## src/hdl/ibt_pkg.sv

```systemverilog
// ibt_pkg: shared constants, codes and controller interface types
// for the interval booking table. no dependencies.

package ibt_pkg;

  localparam int CAPACITY    = 64;
  localparam int TIME_BITS   = 32;
  localparam int IDX_W       = (CAPACITY > 1) ? $clog2(CAPACITY) : 1;
  localparam int CNT_W       = $clog2(CAPACITY + 1);
  localparam int ENTRY_W     = 2 * TIME_BITS;
  localparam int FIELD_W     = 32;
  localparam int ECOUNT_W    = 7;
  localparam int IN_TDATA_W  = 64;
  localparam int OUT_TDATA_W = 16;

  typedef enum logic [1:0] {
    STAT_BOOKED  = 2'd0,
    STAT_OVERLAP = 2'd1,
    STAT_FULL    = 2'd2,
    STAT_INVALID = 2'd3
  } status_t;

  typedef enum logic [2:0] {
    S_IDLE,
    S_SCAN,
    S_SHIFT,
    S_WRITE,
    S_DONE
  } state_t;

  typedef struct packed {
    logic load;
    logic scan;
    logic shift;
    logic write_new;
    logic emit;
  } ctrl_cmd_t;

  typedef struct packed {
    logic invalid;
    logic scan_busy;
    logic overlap;
    logic full;
    logic insert_at_end;
    logic shift_busy;
    logic out_free;
  } ctrl_stat_t;

endpackage

```

## src/hdl/ibt_ctrl.sv

```systemverilog
// ibt_ctrl: request sequencer for scan, shift, insert and result hand-off
// depends on ibt_pkg

module ibt_ctrl import ibt_pkg::*; (
  input  logic       clk,
  input  logic       rst_n,
  input  logic       in_tvalid,
  output logic       in_tready,
  input  ctrl_stat_t stat,
  output ctrl_cmd_t  cmd
);

  state_t state_r, state_nxt;

  always_ff @(posedge clk) begin
    if (!rst_n) begin
      state_r <= S_IDLE;
    end else begin
      state_r <= state_nxt;
    end
  end

  always_comb begin
    state_nxt = state_r;
    unique case (state_r)
      S_IDLE: begin
        if (in_tvalid) begin
          state_nxt = S_SCAN;
        end
      end
      S_SCAN: begin
        priority if (stat.invalid) begin
          state_nxt = S_DONE;
        end else if (stat.scan_busy) begin
          state_nxt = S_SCAN;
        end else if (stat.overlap || stat.full) begin
          state_nxt = S_DONE;
        end else if (stat.insert_at_end) begin
          state_nxt = S_WRITE;
        end else begin
          state_nxt = S_SHIFT;
        end
      end
      S_SHIFT: begin
        if (!stat.shift_busy) begin
          state_nxt = S_WRITE;
        end
      end
      S_WRITE: begin
        state_nxt = S_DONE;
      end
      S_DONE: begin
        if (stat.out_free) begin
          state_nxt = S_IDLE;
        end
      end
      default: begin
        state_nxt = S_IDLE;
      end
    endcase
  end

  always_comb begin
    cmd       = '0;
    in_tready = 1'b0;
    unique case (state_r)
      S_IDLE: begin
        in_tready = 1'b1;
        cmd.load  = in_tvalid;
      end
      S_SCAN: begin
        cmd.scan = !stat.invalid;
      end
      S_SHIFT: begin
        cmd.shift = 1'b1;
      end
      S_WRITE: begin
        cmd.write_new = 1'b1;
      end
      S_DONE: begin
        cmd.emit = stat.out_free;
      end
      default: begin
        cmd = '0;
      end
    endcase
  end

endmodule

```

## config.mk

```make
export PLATFORM = sky130hd
export DESIGN_NAME = ibt_ctrl
export DESIGN_NICKNAME = d
export VERILOG_FILES = /design/src/hdl/ibt_pkg.sv /design/src/hdl/ibt_ctrl.sv
export SDC_FILE = /design/constraint.sdc
export NUM_CORES = 1
export LEC_CHECK = 0
export BUFFER_PORTS_ARGS = -buffer_cell sky130_fd_sc_hd__buf_2
export CELL_PAD_IN_SITES_DETAIL_PLACEMENT = 0
export CELL_PAD_IN_SITES_GLOBAL_PLACEMENT = 1
export CORE_AREA = 2 2 39 41
export CTS_CLUSTER_DIAMETER = 50
export CTS_CLUSTER_SIZE = 10
export DETAILED_ROUTE_END_ITERATION = 7
export DIE_AREA = 0 0 41 43
export HOLD_SLACK_MARGIN = 0.06
export PLACE_DENSITY_LB_ADDON = 0.1
export SKIP_LAST_GASP = 1
export SLEW_MARGIN = 30
export SYNTH_ARGS = -nofsm -noshare
export SYNTH_HDL_FRONTEND = slang
export SYNTH_SLANG_ARGS = --single-unit
export TNS_END_PERCENT = 1
```

## constraint.sdc

```tcl
create_clock -name clk -period 1.35 [get_ports clk]
set_input_delay 0.135 -clock clk [delete_from_list [all_inputs] [get_ports clk]]
set_output_delay 0.135 -clock clk [all_outputs]
set_load 0.02 [all_outputs]
```

==> out/summary.txt, run 1 <==
Final Setup Violations: 0
Reg2reg setup slack: 280 ps
Hold WS: 171.8 ps
Placed cell area: 307.8 µm²
Drt total wl: 580 µm
CTS tree: built
Hold Path Class: input port to flip-flop
Drt first-iter violations: 0
Worst slew pin tran: 281.1 ps
Mean post-synth cell area: 8.308 µm²
Critical Path Source: state_r[0]$_SDFFE_PN0P_
Detailed Routing Iterations Pass 1: 1
Min cycle time layout: 1317 ps
Starting density of the core: 15.01%
WP buf/inv: 1
Met3 Track Usage GR: 3.141%
Post-Route Utilization: 24.59%
Wire per inst: 9.667 µm
Worst hold stages: 3
R2r endpoint: state_r[0]$_SDFFE_PN0P_
Met2 GRT Util: 10.00%
Max reg flops: 3
Routability Congestion: 0.6708
Bufs on Longest Clock Path: 2
Top Registers: state_r x3
Hold-fix buffers at CTS: 0
Clock skew: 1.114 ps
Met1 usage: 9.585%
Top cells by count, synth: 4 x nor2_1, 3 x dfxtp_1, 2 x a21oi_1, 2 x nor3_1, 2 x nor3b_1
H-tree depth: 1
Number of cells on the critical path: 2
Gate count after technology mapping: 25
Chip height: 43 µm
Sequential share of the synthesized area: 28.92%
Worst r2r path cells: 3
Initial antenna violation count: 0
Number of remaining DRC errors: 0
Busiest grt layer: met2
Vias in the first global route: 228
Die width: 41 µm
CTS Buf Count: 3
CP max-delay cell: dfxtp_1
Detailed-route vias per instance: 4.083
Grt ovf: 0
Post-synth cell types: 17
Dpl hpwl: 485.5 µm
Ratio of cells with drive above 1 in the final layout: 54.55%
Synth-to-layout area growth: 63.86%
Slew margin rel.: 81.24%
Slew Viols, Final: 0
Count leader, synth: nor2_1
CTS Root Buffer Type: clkbuf_4
Final ANT Viol Nets: 0
RSZ-0062 raised after global routing: true
Cell Area, Synth: 207.7 µm²
Max Cap Viol: 0
Vias: 245
Largest stage delay, worst path: 460 ps
Period utilization: 97.57%
Delay-heaviest family, CP: flip-flops
Clock slew at reported path FFs: 40 ps
Asr flop ratio synth: 0%
Top reg by flops: state_r
Post-synth EDFFs: 0
Final nets: 55
Final instance area: 340.3 µm²
Final hold vios: 0
Crit path capture: cmd[3]
Clk sinks: 3
Global-route wire length before repair: 890 µm
Row count: 14
Crit Path Category: flip-flop to primary output
RR Startpoint: state_r[0]$_SDFFE_PN0P_
CP arrival: 1180 ps
Predominant post-synthesis flop cell: dfxtp_1
Pwr dens: 949.1 nW/µm²
Setup Buffers After CTS: 0
Maximum VDD drop: 0.0006180 V
Mapped Nets: 35
Worst-path cell chain: nor4b_4 -> buf_2
Pleak: 0.0001737 µW
Outcome: completed
# IOs: 16
Top-area cell type share of the netlist area: 28.92%
Fmax: 0.7592 GHz
Core Area: 1384 µm²
Pin count of the biggest net entering global routing: 9
Main area contributors after synthesis: dfxtp_1 29%, nor4b_4 11%, nor2_1 7.2%, nor3b_1 7.2%, a211o_2 4.8%
CP Data Required Time: 1220 ps
Total GRT Usage: 7.415%
Die Area: 1763 µm²
# port buffers: 15
Post-synth top area cell: dfxtp_1
Worst-Skew Late Latency: 230 ps
CP max FO: 7
Synth Warn #: 0
Diode count: 0
FF+latch count, synth: 3
Setup crit end kind: primary output
Crit start category: flip-flop
[tightest hold or removal path, delay by kind of cell]
| family | cells | cell delay, ps |
|---|---|---|
| buf+inv | 1 | 120 |
| simple gates | 1 | 60 |
| compound gates | 1 | 40 |
[per-layer routing]
layer  routed length (µm)  vias up
li1                     -      131
met1                  254      106
met2                  281        8
met3                   44        0
met5                    0        -
met4                    0        0
[cells in the final DEF, fill, tap and decap left out, drive strengths merged]
master   n
a211o    1
and4b    1
buf     15
nor3     2
a21oi    2
a41o     1
clkbuf   4
nor2     4
dfxtp    3
nor2b    1
and2     1
and3     2
nor3b    2
inv      1
nand2    1
o21ai    2
nor4b    1
[cell type report]
class	count	area (µm²)
Clock buffer	4	26.28
Fill cell	155	1044
Inverter	1	3.754
Multi-Input combinational cell	21	153.9
Sequential cell	3	61.31
Tap cell	16	20.02
Timing Repair Buffer	15	75.07
[per-stage QoR]
| stage | total power [µW] | instances | worst slack (ps) | TNS, ps |
|---|---|---|---|---|
| global placement | 171.9 | 56 | 252.2 | 0 |
| CTS | 330.4 | 60 | 36.41 | 0 |
| detailed placement | 171.0 | 56 | 212.6 | 0 |
| finish | 323.0 | 60 | 32.75 | 0 |
| global route | 344.7 | 60 | -37.93 | -47.91 |
| floorplan | 139.7 | 25 | 23.63 | 0 |
[report_power, final]
| group | switching [µW] | internal, µW |
|---|---|---|
| Combinational | 33.7 | 32.1 |
| Sequential | 9.73 | 93.8 |
| Clock | 43.1 | 111 |
[worst min-delay path by stage]
| stage | startpoint | to |
|---|---|---|
| final | rst_n | state_r[0]$_SDFFE_PN0P_ |
| after global routing | rst_n | state_r[0]$_SDFFE_PN0P_ |
| after CTS | rst_n | state_r[0]$_SDFFE_PN0P_ |
| after detailed placement | rst_n | state_r[0]$_SDFFE_PN0P_ |
| after global placement | rst_n | state_r[1]$_SDFFE_PN0P_ |
| after floorplan | rst_n | state_r[0]$_SDFFE_PN0P_ |
[logic make-up after synthesis]
family	count (synthesis)	share of synthesized area (%)
AND/OR/NAND/NOR	15	50.00
AO/OA/AOI/OAI	6	19.27
flip-flops	3	28.92
buffers and inverters	1	1.805
[repair_timing]
item / in CTS / in global routing
pin swaps: 0 / 0
gates cloned: 0 / 0
gates resized for setup: 1 / 1
endpoints found under the setup margin: 1 / 3
Power figures use the tool's default switching activity.
==> run 2: changes to the inputs <==
Settings changed: BUFFER_PORTS_ARGS -buffer_cell sky130_fd_sc_hd__buf_2 to unset, DONT_BUFFER_PORTS set to 1.
==> out/summary.txt, run 2 (synthesis gave the netlist of run 1 again) <==
Outcome: completed
Starting density of the core: 15.01%
Fmax: 0.7786 GHz
Row count: 14
Worst Hold Path EP: state_r[2]$_SDFFE_PN0P_
Period utilization: 95.14%
CP arrival: 1150 ps
Vias in the first global route: 228
Crit start category: flip-flop
Vias: 217
Pleak: 0.0001301 µW
Slew margin rel.: 81.23%
Pin count of the biggest net entering global routing: 9
Setup crit end kind: primary output
Worst hold stages: 1
Max reg flops: 3
Grt ovf: 0
Maximum VDD drop: 0.0002594 V
Bufs on Longest Clock Path: 2
Final ANT Viol Nets: 0
Detailed-route vias per instance: 4.340
CP Data Required Time: 1220 ps
Final nets: 45
Detailed Routing Iterations Pass 1: 1
H-tree depth: 1
Post-Route Setup TNS: 0 ps
Worst-path cell chain: nor4b_4 -> buf_4
R2r endpoint: state_r[0]$_SDFFE_PN0P_
Clock skew: 0.1664 ps
Commonest cells after routing, fill and taps aside: 4 x nor2_1, 4 x buf_4, 3 x clkbuf_4
CP max-delay cell: dfxtp_1
Reg2reg setup slack: 170 ps
Diode count: 0
Clock slew at reported path FFs: 40 ps
Crit Path Category: flip-flop to primary output
Final hold vios: 0
Ratio of cells with drive above 1 in the final layout: 35.29%
Hold Crit Start: rst_n
Die Area: 1763 µm²
RR Startpoint: state_r[0]$_SDFFE_PN0P_
Top reg by flops: state_r
CTS tree: built
Number of fill cells: 163
Clk sinks: 3
Final Setup Violations: 0
Hold Path Class: input port to flip-flop
Drt total wl: 616 µm
Core Area: 1384 µm²
Initial antenna violation count: 0
Largest stage delay, worst path: 470 ps
Slew Viols, Final: 0
Drt first-iter violations: 0
# port buffers: 0
Total GRT Usage: 8.008%
Global-route wire length before repair: 931 µm
Chip height: 43 µm
CTS Root Buffer Type: clkbuf_4
Top Registers: state_r x3
Worst slew pin tran: 281.2 ps
Die width: 41 µm
CP max FO: 7
Min cycle time layout: 1284 ps
Post-Route Utilization: 21.70%
Worst-Skew Late Latency: 230 ps
# IOs: 16
Worst r2r path cells: 4
Hold WS: 76.56 ps
Placed cell area: 255.2 µm²
Final instance area: 300.3 µm²
Routability Congestion: 0.6010
Pwr dens: 1039 nW/µm²
Wire per inst: 12.32 µm
Number of remaining DRC errors: 0
Synth-to-layout area growth: 44.58%
CTS Buf Count: 3
Max Cap Viol: 0
==> run 2: changes by cell type in the layout (fill, tap and decap cells not counted), sizes merged <==
cell,before,now
buf,15,4
dlygate4sd3,0,1
==> run 2: critical path: cells and delay by family (launching register included) <==
family | cells | cell delay [ps]
buffers and inverters | 1 | 180
DFF | 1 | 470
and+or+nand+nor | 1 | 270
==> run 2: layout make-up <==
type	count	area [µm²]	share of cell area (%)
clock buffer	4	26.28	8.750
inverter	1	3.754	1.250
multi-input combinational	21	148.9	49.58
sequential	3	61.31	20.42
tap	16	20.02	6.667
timing repair buffer	5	40.04	13.33
==> run 2: through the flow <==
stage / total power [µW] / instances / setup slack (ps)
CTS: 319.9 / 49 / 33.37
floorplan: 139.7 / 25 / 23.63
detailed placement: 155.0 / 44 / 203.4
global placement: 155.5 / 44 / 232.8
global route: 327.8 / 50 / -15.01
finish: 311.9 / 50 / 65.66
==> run 2: timing repair <==
item	in CTS	in global routing
hold buffers	1	0
gates resized for setup	1	0
setup buffers	0	1
endpoints found under the hold margin	2	0
pin swaps	0	0
setup endpoints to repair	1	1
==> run 2: how the worst max path moves through the flow <==
stage / depth (start not counted) / slack [ps] / startpoint / end
global placement: 3 / 230 / state_r[0]$_SDFFE_PN0P_ / state_r[0]$_SDFFE_PN0P_
finish: 2 / 70 / state_r[0]$_SDFFE_PN0P_ / cmd[3]
detailed placement: 2 / 200 / state_r[1]$_SDFFE_PN0P_ / cmd[2]
floorplan: 3 / 20 / state_r[1]$_SDFFE_PN0P_ / state_r[1]$_SDFFE_PN0P_
global route: 2 / -20 / state_r[0]$_SDFFE_PN0P_ / cmd[3]
CTS: 2 / 30 / state_r[0]$_SDFFE_PN0P_ / cmd[3]
==> run 2: power by group <==
group | internal (µW) | total (µW) | switching, µW
Combinational | 27.2 | 53.8 | 26.6
Clock | 111 | 154 | 43.6
Sequential | 93.8 | 104 | 10.1
==> run 2: metal layers <==
metal | up-vias | GRT usage (%) | share of wire (%)
met1 | 101 | 8.280 | 39
met4 | 0 | 8.000 | 0
met2 | 6 | 11.56 | 52
li1 | 110 | - | -
met5 | - | 0 | 0
met3 | 0 | 2.618 | 8.8
